[src/rtl/ell_pkg.sv]
// Shared types, token codes, character constants and character-class functions for the lexer.
package ell_pkg;

    localparam int CNT_BITS_DEF = 24;
    localparam int FIELD_W      = 24;
    localparam int KIND_W       = 5;
    localparam int SLOTS        = 3;

    localparam logic [KIND_W-1:0] TK_END     = 5'd0;
    localparam logic [KIND_W-1:0] TK_LPAREN  = 5'd1;
    localparam logic [KIND_W-1:0] TK_RPAREN  = 5'd2;
    localparam logic [KIND_W-1:0] TK_COMMA   = 5'd3;
    localparam logic [KIND_W-1:0] TK_HASH    = 5'd4;
    localparam logic [KIND_W-1:0] TK_PLUS    = 5'd5;
    localparam logic [KIND_W-1:0] TK_MINUS   = 5'd6;
    localparam logic [KIND_W-1:0] TK_STAR    = 5'd7;
    localparam logic [KIND_W-1:0] TK_SLASH   = 5'd8;
    localparam logic [KIND_W-1:0] TK_PERCENT = 5'd9;
    localparam logic [KIND_W-1:0] TK_TILDE   = 5'd10;
    localparam logic [KIND_W-1:0] TK_CARET   = 5'd11;
    localparam logic [KIND_W-1:0] TK_EQEQ    = 5'd12;
    localparam logic [KIND_W-1:0] TK_EQ      = 5'd13;
    localparam logic [KIND_W-1:0] TK_ASSIGN  = 5'd14;
    localparam logic [KIND_W-1:0] TK_OROR    = 5'd15;
    localparam logic [KIND_W-1:0] TK_OR      = 5'd16;
    localparam logic [KIND_W-1:0] TK_ANDAND  = 5'd17;
    localparam logic [KIND_W-1:0] TK_AND     = 5'd18;
    localparam logic [KIND_W-1:0] TK_LE      = 5'd19;
    localparam logic [KIND_W-1:0] TK_SHL     = 5'd20;
    localparam logic [KIND_W-1:0] TK_LT      = 5'd21;
    localparam logic [KIND_W-1:0] TK_GE      = 5'd22;
    localparam logic [KIND_W-1:0] TK_SHR     = 5'd23;
    localparam logic [KIND_W-1:0] TK_GT      = 5'd24;
    localparam logic [KIND_W-1:0] TK_NE      = 5'd25;
    localparam logic [KIND_W-1:0] TK_BANG    = 5'd26;
    localparam logic [KIND_W-1:0] TK_IDENT   = 5'd27;
    localparam logic [KIND_W-1:0] TK_INT     = 5'd28;
    localparam logic [KIND_W-1:0] TK_ERROR   = 5'd29;

    localparam logic [7:0] CH_SEMI  = 8'h3B;
    localparam logic [7:0] CH_LF    = 8'h0A;
    localparam logic [7:0] CH_UNDER = 8'h5F;
    localparam logic [7:0] CH_EQ    = 8'h3D;
    localparam logic [7:0] CH_LT    = 8'h3C;
    localparam logic [7:0] CH_GT    = 8'h3E;
    localparam logic [7:0] CH_BAR   = 8'h7C;
    localparam logic [7:0] CH_AMP   = 8'h26;
    localparam logic [7:0] CH_BANG  = 8'h21;
    localparam logic [7:0] CH_COLON = 8'h3A;

    typedef enum logic [3:0] {
        MD_IDLE,
        MD_COMMENT,
        MD_IDENT,
        MD_INT,
        MD_EQ,
        MD_COLON,
        MD_BAR,
        MD_AMP,
        MD_LT,
        MD_GT,
        MD_BANG
    } t_mode;

    typedef struct packed {
        logic [KIND_W-1:0]  kind;
        logic [FIELD_W-1:0] off;
        logic [FIELD_W-1:0] len;
        logic [FIELD_W-1:0] line;
        logic [FIELD_W-1:0] col;
    } t_token;

    typedef struct packed {
        logic [SLOTS-1:0]   vld;
        t_token [SLOTS-1:0] tok;
    } t_tok_group;

    function automatic logic is_alpha(input logic [7:0] c);
        return (c inside {["a":"z"], ["A":"Z"], CH_UNDER});
    endfunction

    function automatic logic is_digit(input logic [7:0] c);
        return (c inside {["0":"9"]});
    endfunction

    function automatic logic is_space(input logic [7:0] c);
        return (c inside {" ", [8'd9:8'd13]});
    endfunction

    // TK_END means the byte is not a single-character operator
    function automatic logic [KIND_W-1:0] single_kind(input logic [7:0] c);
        logic [KIND_W-1:0] k;
        case (c)
            "(":     k = TK_LPAREN;
            ")":     k = TK_RPAREN;
            ",":     k = TK_COMMA;
            "#":     k = TK_HASH;
            "+":     k = TK_PLUS;
            "-":     k = TK_MINUS;
            "*":     k = TK_STAR;
            "/":     k = TK_SLASH;
            "%":     k = TK_PERCENT;
            "~":     k = TK_TILDE;
            "^":     k = TK_CARET;
            default: k = TK_END;
        endcase
        return k;
    endfunction

    // MD_IDLE means the byte does not open a pending token
    function automatic t_mode start_mode(input logic [7:0] c);
        t_mode m;
        case (c)
            CH_EQ:    m = MD_EQ;
            CH_COLON: m = MD_COLON;
            CH_BAR:   m = MD_BAR;
            CH_AMP:   m = MD_AMP;
            CH_LT:    m = MD_LT;
            CH_GT:    m = MD_GT;
            CH_BANG:  m = MD_BANG;
            default: begin
                if (is_alpha(c)) begin
                    m = MD_IDENT;
                end else if (is_digit(c)) begin
                    m = MD_INT;
                end else begin
                    m = MD_IDLE;
                end
            end
        endcase
        return m;
    endfunction

    function automatic logic [KIND_W-1:0] lone_kind(input t_mode m);
        logic [KIND_W-1:0] k;
        case (m)
            MD_EQ:    k = TK_EQ;
            MD_BAR:   k = TK_OR;
            MD_AMP:   k = TK_AND;
            MD_LT:    k = TK_LT;
            MD_GT:    k = TK_GT;
            MD_BANG:  k = TK_BANG;
            MD_IDENT: k = TK_IDENT;
            MD_INT:   k = TK_INT;
            default:  k = TK_ERROR;
        endcase
        return k;
    endfunction

    // TK_END means the byte does not complete a two-character operator
    function automatic logic [KIND_W-1:0] pair_kind(input t_mode m, input logic [7:0] c);
        logic [KIND_W-1:0] k;
        k = TK_END;
        case (m)
            MD_EQ:   if (c == CH_EQ) k = TK_EQEQ;
            MD_BAR:  if (c == CH_BAR) k = TK_OROR;
            MD_AMP:  if (c == CH_AMP) k = TK_ANDAND;
            MD_BANG: if (c == CH_EQ) k = TK_NE;
            MD_LT: begin
                if (c == CH_EQ) k = TK_LE;
                else if (c == CH_LT) k = TK_SHL;
            end
            MD_GT: begin
                if (c == CH_EQ) k = TK_GE;
                else if (c == CH_GT) k = TK_SHR;
            end
            default: k = TK_END;
        endcase
        return k;
    endfunction

endpackage

[src/rtl/ell_scan.sv]
// Scanner state, position counters and per-byte token generation.
module ell_scan #(
    parameter int COUNTER_BITS = ell_pkg::CNT_BITS_DEF
) (
    input  logic               i_clk,
    input  logic               i_rst_n,
    input  logic               i_step,
    input  logic [7:0]         i_byte,
    input  logic               i_fin,
    output ell_pkg::t_tok_group o_group
);
    import ell_pkg::*;

    localparam int CB = COUNTER_BITS;

    typedef logic [CB-1:0] t_cnt;
    typedef logic [CB:0]   t_len;

    localparam t_cnt CNT_ONE = CB'(1);
    localparam t_len LEN_ONE = (CB + 1)'(1);

    t_mode r_mode, n_mode;
    t_cnt  r_off, r_line, r_col;
    t_cnt  r_ts_off, r_ts_line, r_ts_col;
    t_cnt  n_ts_off, n_ts_line, n_ts_col;
    logic  r_halt, n_halt;
    t_cnt  adv_off, adv_line, adv_col;
    t_len  len_here, len_fin;
    t_mode mode_start;
    logic [KIND_W-1:0] kind_single, kind_pair;
    logic  do_fresh;

    function automatic t_cnt sat_inc(input t_cnt v);
        return (v == '1) ? v : v + CNT_ONE;
    endfunction

    function automatic t_token make_tok(input logic [KIND_W-1:0] kind, input t_cnt off,
                                        input t_len len, input t_cnt line, input t_cnt col);
        t_token t;
        t.kind = kind;
        t.off  = FIELD_W'(off);
        t.len  = FIELD_W'(len);
        t.line = FIELD_W'(line);
        t.col  = FIELD_W'(col);
        return t;
    endfunction

    always_comb begin
        adv_off = sat_inc(r_off);
        if (i_byte == CH_LF) begin
            adv_line = sat_inc(r_line);
            adv_col  = CNT_ONE;
        end else begin
            adv_line = r_line;
            adv_col  = sat_inc(r_col);
        end
    end

    always_comb begin
        n_mode      = r_mode;
        n_ts_off    = r_ts_off;
        n_ts_line   = r_ts_line;
        n_ts_col    = r_ts_col;
        n_halt      = r_halt;
        o_group     = '0;
        do_fresh    = 1'b0;
        len_here    = {1'b0, r_off} - {1'b0, r_ts_off};
        kind_single = single_kind(i_byte);
        kind_pair   = pair_kind(r_mode, i_byte);
        mode_start  = start_mode(i_byte);

        // slot 0: pending token closed by this byte
        if (!r_halt) begin
            case (r_mode)
                MD_IDLE: do_fresh = 1'b1;
                MD_COMMENT: begin
                    if (i_byte == CH_LF) n_mode = MD_IDLE;
                end
                MD_IDENT, MD_INT: begin
                    if (!(is_digit(i_byte) || (r_mode == MD_IDENT && is_alpha(i_byte)))) begin
                        o_group.vld[0] = 1'b1;
                        o_group.tok[0] = make_tok(lone_kind(r_mode), r_ts_off, len_here,
                                                  r_ts_line, r_ts_col);
                        n_mode   = MD_IDLE;
                        do_fresh = 1'b1;
                    end
                end
                MD_COLON: begin
                    o_group.vld[0] = 1'b1;
                    n_mode = MD_IDLE;
                    if (i_byte == CH_EQ) begin
                        o_group.tok[0] = make_tok(TK_ASSIGN, r_ts_off, len_here + LEN_ONE,
                                                  r_ts_line, r_ts_col);
                    end else begin
                        o_group.tok[0] = make_tok(TK_ERROR, r_ts_off, LEN_ONE,
                                                  r_ts_line, r_ts_col);
                        n_halt = 1'b1;
                    end
                end
                MD_EQ, MD_BAR, MD_AMP, MD_LT, MD_GT, MD_BANG: begin
                    o_group.vld[0] = 1'b1;
                    n_mode = MD_IDLE;
                    if (kind_pair != TK_END) begin
                        o_group.tok[0] = make_tok(kind_pair, r_ts_off, len_here + LEN_ONE,
                                                  r_ts_line, r_ts_col);
                    end else begin
                        o_group.tok[0] = make_tok(lone_kind(r_mode), r_ts_off, len_here,
                                                  r_ts_line, r_ts_col);
                        do_fresh = 1'b1;
                    end
                end
                default: begin
                    n_mode   = MD_IDLE;
                    do_fresh = 1'b1;
                end
            endcase
        end

        // slot 1: token at this byte
        if (do_fresh) begin
            if (kind_single != TK_END) begin
                o_group.vld[1] = 1'b1;
                o_group.tok[1] = make_tok(kind_single, r_off, LEN_ONE, r_line, r_col);
            end else if (i_byte == CH_SEMI) begin
                n_mode = MD_COMMENT;
            end else if (mode_start != MD_IDLE) begin
                n_mode    = mode_start;
                n_ts_off  = r_off;
                n_ts_line = r_line;
                n_ts_col  = r_col;
            end else if (!is_space(i_byte)) begin
                o_group.vld[1] = 1'b1;
                o_group.tok[1] = make_tok(TK_ERROR, r_off, LEN_ONE, r_line, r_col);
                n_halt = 1'b1;
            end
        end

        // end of source: flush the pending token into slot 1, end token in slot 2
        len_fin = {1'b0, adv_off} - {1'b0, n_ts_off};
        if (i_fin) begin
            if (!n_halt && n_mode != MD_IDLE && n_mode != MD_COMMENT) begin
                o_group.vld[1] = 1'b1;
                if (n_mode == MD_COLON) begin
                    o_group.tok[1] = make_tok(TK_ERROR, n_ts_off, LEN_ONE, n_ts_line, n_ts_col);
                end else begin
                    o_group.tok[1] = make_tok(lone_kind(n_mode), n_ts_off, len_fin,
                                              n_ts_line, n_ts_col);
                end
            end
            o_group.vld[2] = 1'b1;
            o_group.tok[2] = make_tok(TK_END, adv_off, '0, adv_line, adv_col);
        end
    end

    always_ff @(posedge i_clk) begin
        if (!i_rst_n || (i_step && i_fin)) begin
            r_mode    <= MD_IDLE;
            r_off     <= '0;
            r_line    <= CNT_ONE;
            r_col     <= CNT_ONE;
            r_ts_off  <= '0;
            r_ts_line <= CNT_ONE;
            r_ts_col  <= CNT_ONE;
            r_halt    <= 1'b0;
        end else if (i_step) begin
            r_mode    <= n_mode;
            r_off     <= adv_off;
            r_line    <= adv_line;
            r_col     <= adv_col;
            r_ts_off  <= n_ts_off;
            r_ts_line <= n_ts_line;
            r_ts_col  <= n_ts_col;
            r_halt    <= n_halt;
        end
    end

endmodule

[src/rtl/ell_tokbuf.sv]
// Three-slot result register that hands out the tokens of one byte in order.
module ell_tokbuf (
    input  logic                i_clk,
    input  logic                i_rst_n,
    input  logic                i_load,
    input  ell_pkg::t_tok_group i_group,
    input  logic                i_out_ready,
    output logic                o_load_ok,
    output logic                o_out_valid,
    output ell_pkg::t_token     o_token,
    output logic                o_run_end
);
    import ell_pkg::*;

    logic [SLOTS-1:0]   r_vld;
    t_token [SLOTS-1:0] r_tok;
    logic [1:0]         cur;
    logic [SLOTS-1:0]   cur_bit, above;

    always_comb begin
        if (r_vld[0]) begin
            cur = 2'd0; cur_bit = 3'b001; above = 3'b110;
        end else if (r_vld[1]) begin
            cur = 2'd1; cur_bit = 3'b010; above = 3'b100;
        end else begin
            cur = 2'd2; cur_bit = 3'b100; above = 3'b000;
        end
    end

    assign o_out_valid = |r_vld;
    assign o_token     = r_tok[cur];
    assign o_run_end   = ((r_vld & above) == '0);
    assign o_load_ok   = (r_vld == '0) ||
                         ((r_vld inside {3'b001, 3'b010, 3'b100}) && i_out_ready);

    always_ff @(posedge i_clk) begin
        if (!i_rst_n) begin
            r_vld <= '0;
        end else if (i_load) begin
            r_vld <= i_group.vld;
        end else if (o_out_valid && i_out_ready) begin
            r_vld <= r_vld & ~cur_bit;
        end
    end

    always_ff @(posedge i_clk) begin
        if (i_load) begin
            r_tok <= i_group.tok;
        end
    end

endmodule

[src/rtl/expression_language_lexer.sv]
// Top level of the streaming expression lexer: input register, scanner and result buffer.
// The lexer takes one source byte per clock while o_in_ready is high, returns zero to three
// tokens for it, one token per clock on the output while i_out_ready is high, with
// o_run_end on the last token of a byte. An accepted byte waits in the input register, is
// scanned against the pending token state and lands in a three-slot result register; the
// next byte is taken in the same cycle as long as the result register holds at most one
// token that leaves then. Bytes that give one token or none thus flow at one byte per
// clock while the output is ready; a byte that gives more holds the input until its last
// token leaves. Position counters saturate at 2^COUNTER_BITS - 1, and all position fields
// show the low 24 bits. The final byte flushes any pending token, emits the end token and resets the lexer.
module expression_language_lexer #(
    parameter int COUNTER_BITS = ell_pkg::CNT_BITS_DEF
) (
    input  logic                        i_clk,
    input  logic                        i_rst_n,
    input  logic                        i_in_valid,
    output logic                        o_in_ready,
    input  logic [7:0]                  i_source_byte,
    input  logic                        i_final_byte,
    output logic                        o_out_valid,
    input  logic                        i_out_ready,
    output logic [ell_pkg::KIND_W-1:0]  o_token_kind,
    output logic [ell_pkg::FIELD_W-1:0] o_start_offset,
    output logic [ell_pkg::FIELD_W-1:0] o_token_length,
    output logic [ell_pkg::FIELD_W-1:0] o_start_line,
    output logic [ell_pkg::FIELD_W-1:0] o_start_column,
    output logic                        o_run_end
);
    import ell_pkg::*;

    logic       r_in_valid;
    logic [7:0] r_in_byte;
    logic       r_in_fin;
    logic       step, load_ok;
    t_tok_group group;
    t_token     token;

    assign step       = r_in_valid && load_ok;
    assign o_in_ready = !r_in_valid || step;

    always_ff @(posedge i_clk) begin
        if (!i_rst_n) begin
            r_in_valid <= 1'b0;
        end else if (o_in_ready) begin
            r_in_valid <= i_in_valid;
        end
    end

    always_ff @(posedge i_clk) begin
        if (o_in_ready && i_in_valid) begin
            r_in_byte <= i_source_byte;
            r_in_fin  <= i_final_byte;
        end
    end

    ell_scan #(
        .COUNTER_BITS(COUNTER_BITS)
    ) u_scan (
        .i_clk  (i_clk),
        .i_rst_n(i_rst_n),
        .i_step (step),
        .i_byte (r_in_byte),
        .i_fin  (r_in_fin),
        .o_group(group)
    );

    ell_tokbuf u_tokbuf (
        .i_clk      (i_clk),
        .i_rst_n    (i_rst_n),
        .i_load     (step),
        .i_group    (group),
        .i_out_ready(i_out_ready),
        .o_load_ok  (load_ok),
        .o_out_valid(o_out_valid),
        .o_token    (token),
        .o_run_end  (o_run_end)
    );

    assign o_token_kind   = token.kind;
    assign o_start_offset = token.off;
    assign o_token_length = token.len;
    assign o_start_line   = token.line;
    assign o_start_column = token.col;

endmodule

[config.mk]
export PLATFORM = sky130hd
export DESIGN_NAME = expression_language_lexer
export DESIGN_NICKNAME = d
export VERILOG_FILES = /design/src/rtl/ell_pkg.sv /design/src/rtl/ell_scan.sv /design/src/rtl/ell_tokbuf.sv /design/src/rtl/expression_language_lexer.sv
export SDC_FILE = /design/constraint.sdc
export NUM_CORES = 1
export LEC_CHECK = 0
export BUFFER_PORTS_ARGS = -buffer_cell sky130_fd_sc_hd__buf_2
export CAP_MARGIN = 20
export CORE_ASPECT_RATIO = 1.25
export CORE_MARGIN = 4
export CORE_UTILIZATION = 50
export CTS_CLUSTER_SIZE = 12
export DETAILED_ROUTE_END_ITERATION = 16
export PLACE_DENSITY = 0.78
export SETUP_SLACK_MARGIN = 0.4
export SLEW_MARGIN = 0
export SYNTH_ARGS = -nofsm -noshare
export SYNTH_HDL_FRONTEND = slang
export SYNTH_HIERARCHICAL = 1
export SYNTH_SLANG_ARGS = --single-unit
[constraint.sdc]
create_clock -name i_clk -period 9.5 [get_ports i_clk]
set_input_delay 2.85 -clock i_clk [delete_from_list [all_inputs] [get_ports i_clk]]
set_output_delay 2.85 -clock i_clk [all_outputs]
set_load 0.005 [all_outputs]
-- Word-level counts from Yosys, hierarchy flattened
Memory sizes are Yosys's and may differ from the RTL's. A register that Yosys moved wholly into a read port is not among the register bits.
Index checks and enable logic that the tools add are counted.
- $add $sub $neg: 6
- $lt $le $gt $ge: 9
- eq/ne operators: 40
- multiplexer cells: 85
- bitwise operators: 3
- reductions and logical operators: 35
- operators by type and width (operator ; count):
    two-way mux 101 bit ; 12
    two-way mux 24 bit ; 17
    case mux 101 bit (3 select lines) ; 1
    binary-select mux 101 bit (select 2 bit) ; 1
    == test 8 x 6 -> 1 bit (second input constant) ; 17
    adder 24 x 1 -> 24 bit (second input constant) ; 4
    == test 24 bit (second input constant) ; 3
    two-way mux 4 bit ; 14
    subtractor 24 bit ; 2
    case mux 4 bit (11 select lines) ; 1
    == test 8 x 7 -> 1 bit (second input constant) ; 4
    two-way mux 5 bit ; 6
    case mux 5 bit (6 select lines) ; 1
    case mux 4 bit (7 select lines) ; 1
    == test 4 x 3 -> 1 bit (second input constant) ; 5
    two-way mux 1 bit ; 18
    two-way mux 3 bit ; 6
    greater-or-equal comparator 8 x 7 -> 1 bit (second input constant) ; 2
    <= comparator 8 x 7 -> 1 bit (second input constant) ; 2
    == test 4 bit (second input constant) ; 3
    logical AND 1 bit ; 12
    case mux 4 bit (3 select lines) ; 1
    nonzero test 5 bit ; 2
    == test 4 x 2 -> 1 bit (second input constant) ; 2
    27 further kinds ; 41
- flip-flop bits (word level): 465
- bits in read-only memories: 240
- bits of input ports: 13
- output and inout port bits: 104
- logic and storage cells: 208
- memories kept: 3
- memories (name ; words ; width ; rd ports ; clocked after memory_dff ; write ports ; line ; source):
    (no name shown) ; 16 ; 5 ; 1 ; 1 ; 0 ; ell_pkg.sv:136 ; case (m)
    (no name shown) ; 16 ; 5 ; 1 ; 1 ; 0 ; ell_pkg.sv:136 ;
    (no name shown) ; 16 ; 5 ; 1 ; 0 ; 0 ; ell_pkg.sv:136 ;

-- Longest topological paths before layout
- depth after elaboration: 18
- gate-level depth with buffers: 24
- mapped depth without buffers: 21

-- Hierarchy
The synthesis kept the hierarchy.
- modules (own cells, without submodules) (module ; instances ; cells each ; area an instance (um2)):
    ell_scan ; 1 ; 2096 ; 14365.0
    ell_tokbuf ; 1 ; 661 ; 11380.9
    expression_language_lexer ; 1 ; 15 ; 335.3

-- Worst setup path after synthesis
No wires, ideal clock.
- kind: input port to flip-flop
- from: input port i_out_ready
- to: register (tool-made name)
- data arrival time: 8848 ps
- setup slack: 537 ps
- stages on the path: 13
- path through: inv_1 -> maj3_2 -> o21ai_1 -> and2_2 -> clkbuf_1 -> clkbuf_1 -> nor2_1 -> a211oi_1 -> inv_1 -> ha_1 -> nor2_1 -> a21oi_1 -> o21a_1
- RTL lines (element ; line ; source):
    from (decl) ; expression_language_lexer.sv:21 ; input logic i_out_ready,

-- Worst setup path after layout
- from: input port i_out_ready
- to: output port o_in_ready
- word-level cells in the longest chain between the ends: 4
- RTL lines (element ; line ; source):
    logical AND 1 bit ; ell_tokbuf.sv:34 ; ((r_vld inside {3'b001, 3'b010, 3'b100}) && i_out_ready);
    logical OR 1 bit ; ell_tokbuf.sv:33 ; assign o_load_ok = (r_vld == '0) ||
    via load_ok ; expression_language_lexer.sv:34 ; logic step, load_ok;
    logical AND 1 bit ; expression_language_lexer.sv:38 ; assign step = r_in_valid && load_ok;
    logical OR 1 bit ; expression_language_lexer.sv:39 ; assign o_in_ready = !r_in_valid || step;
    to (decl) ; expression_language_lexer.sv:17 ; output logic o_in_ready,
The timed path passes the listed nets, and every way through them passes these cells.

==> impl_results.md <==
* Outcome: completed
* Power Internal at 3.44 mW
* NumNets Final at 2825
* Via/cell ratio at 5.87
* Fillers at 4446
* FF-to-FF path depth at 20
* Input/output buffers at 116
* Worst slew margin at 29.1%
* Achievable clock frequency at 152 MHz
* First-pass GRT wire length at 99400 µm
* Max VDD drop at 119 µV
* Power density cells at 167 nW/µm²
* Commonest cells after routing, fill and taps aside: edfxtp_1 (312), nand2_1 (302), nor2_1 (268)
* Total Power at 4.71 mW
* Router iterations before antenna repair at 6
* Ratio of cells with drive above 1 in the final layout at 8.79%
* Die H at 263 µm
* CTS H-tree lvls at 2
* Cell chain of the critical path: buf_2, inv_1, maj3_2, o21ai_1, nand2b_4, buf_2
* DP Worst Slack at 2.90 ns
* Inst Count DP at 3366
* Detailed Place HPWL at 42400 µm
* Top Ports at 117
* Total CTS buffers at 46
* Sequential share of the synthesized area at 48.0%
* Initial Util at 50.6%
* Post-Layout Cell Count at 3452
* Avg WL per Cell at 18.2 µm
* Routed wire length at 62700 µm
* Slew @ Worst Pin at 1.06 ns
* Hold Fails Final Rpt at 0
* Worst Path Max Fanout at 3
* NetSw at 1.27 mW
* Leak pwr at 9.75 nW
* Most frequent CP cell: buf_2
* GRT overflow at 0
* Logic pwr share at 14.6%
* Clock Path Buffers at 3
* Post-synthesis average cell area at 9.41 µm²
* Post-route clock period utilization at 69.3%
* Finished Core Util at 54.6%
* Most used DFF post-synth: edfxtp_1
* Initial antenna violation count at 0
* # diodes at 0
* Most common cell after layout, fill and taps aside: edfxtp_1
* Clock power frac at 36.3%
* FP Rows at 93
* Crit. End Element: output pin
* Hold path depth at 2
* Design area at 28200 µm²
* Post-synth ARST share at 0%
* Final Max Slew Viols at 0
* Kind of start point of the critical path: input pin
* Clk slew on worst S/H paths at 0.06 ns
* Routability Congestion at 0.890
* Worst path required time at 6.65 ns
* Final Critical Period at 6.59 ns
* Core area at 51500 µm²
* DR vias at 20300
* Fin worst setup slack at 2.91 ns
* Die width at 212 µm
* CTS tree: built
* Drt drc at 0
* RSZ-0062 raised after global routing: no
* Setup CP Type: in -> out
* Switching share of power at 27.0%
* Hold_buf cts at 0
* Total Routing Usage GR at 21.4%
* Setup violators final at 0
* Die area at 55900 µm²
* Layout area overhead at 7.94%
* Largest net degree at the start of global routing at 164
* Final setup TNS at 0 ns
* Worst path slowest cell: maj3_2
* Register area at 12500 µm²
* Initial DRC Count at 1897
* WP data arrival at 3.74 ns
* Max Cap Viol at 0
* DP Area at 26700 µm²
* CP peak stage delay at 0.30 ns
* Post-synth EDFFs at 312
* Hold Path Class: reg -> reg
* Yosys warns at 6
* Reg power frac at 49.1%
* CTS root buffer: clkbuf_16
* Gates resized, CTS repair at 0
* CTS sink cnt at 470
* Yosys reg bits at 470
* Worst skew pair latency at 0.58 ns
* Mapped cell area at 26100 µm²
* Yosys cell types at 96
* Area of the multi-input gates at 12300 µm²
* Worst hold slack at 0.465 ns
* Setup Skew at 0.0242 ns
* Final antenna-violating net count at 0
* Vias in the first global route at 19100
* Post-Syn Instances at 2772
* Post-CTS Setup Repair Bufs at 0
## synth_stat cells (77+ instances only)
master    instances  area (µm²)
xor2_1           80         701
edfxtp_1        312        9370
mux2i_1         116        1160
clkbuf_1        164         616
nand3_1         142         711
o21ai_0         155         776
and2_1           77         482
a21oi_1         168         841
nor2_1          271        1020
nand2_1         303        1140
dfxtp_1         158        3160
## worst max-delay path, delay by kind of cell
family	cells	cell delay, ns
buf+inv	3	0.27
compound gates	1	0.16
simple gates	1	0.17
fa+ha+maj	1	0.30
## final timing paths
check                                           from              endpoint  slack (ns)
worst max register to register          r_in_byte[3]   u_tokbuf/r_tok[168]        3.15
worst max-delay path                     i_out_ready            o_in_ready        2.91
worst min register to register  u_scan/r_ts_line[18]  u_scan/r_ts_line[18]        0.47
worst min-delay path            u_scan/r_ts_line[18]  u_scan/r_ts_line[18]        0.47
## routing by layer
| layer | vias up | GRT usage [%] | wire length, µm |
|---|---|---|---|
| li1 | 9811 | - | - |
| met5 | - | 0 | 0 |
| met3 | 107 | 2.79 | 3570 |
| met2 | 617 | 37.7 | 31700 |
| met1 | 9723 | 27.5 | 25900 |
| met4 | 0 | 6.23 | 1480 |
## flip-flops by register name (all words and copies together), names as in the netlist, named ones only
name              count
r_in_byte             8
r_in_fin              1
r_in_valid            1
u_scan/r_col         24
u_scan/r_halt         1
u_scan/r_line        24
u_scan/r_mode         4
u_scan/r_off         24
u_scan/r_ts_col      24
u_scan/r_ts_line     24
u_scan/r_ts_off      24
u_tokbuf/r_tok      303
u_tokbuf/r_vld        3
## logic make-up (layout without fill, tap and decap cells)
group	after synthesis	count (layout)	synth area share [%]
AO/OA/AOI/OAI	605	605	14.6
XOR/XNOR	140	140	4.70
adder cells (fa/ha/maj)	64	64	3.11
buffers and inverters	310	297	5.32
flip-flops	470	470	48.0
multiplexers	118	118	4.54
other	1	29	0.0144
AND/OR/NAND/NOR	1064	1064	19.7
## power by group through the flow
stage / logic [mW] / registers [mW] / clock network (mW)
finish: 0.689 / 2.31 / 1.71
global route: 0.756 / 2.32 / 1.82
CTS: 0.689 / 2.31 / 1.75
floorplan: 0.502 / 2.34 / 0
global placement: 0.668 / 2.35 / 0
detailed placement: 0.684 / 2.35 / 0
## layout make-up
cell class / instances / area share (%)
multi-input cells: 2020 / 43.7
clock buffers: 80 / 4.65
flip-flops and latches: 470 / 44.5
well taps: 665 / 2.96
inverters: 66 / 0.880
clock inverters: 5 / 0.253
repair buffers: 146 / 2.98
(Power assumes the default switching activity.)
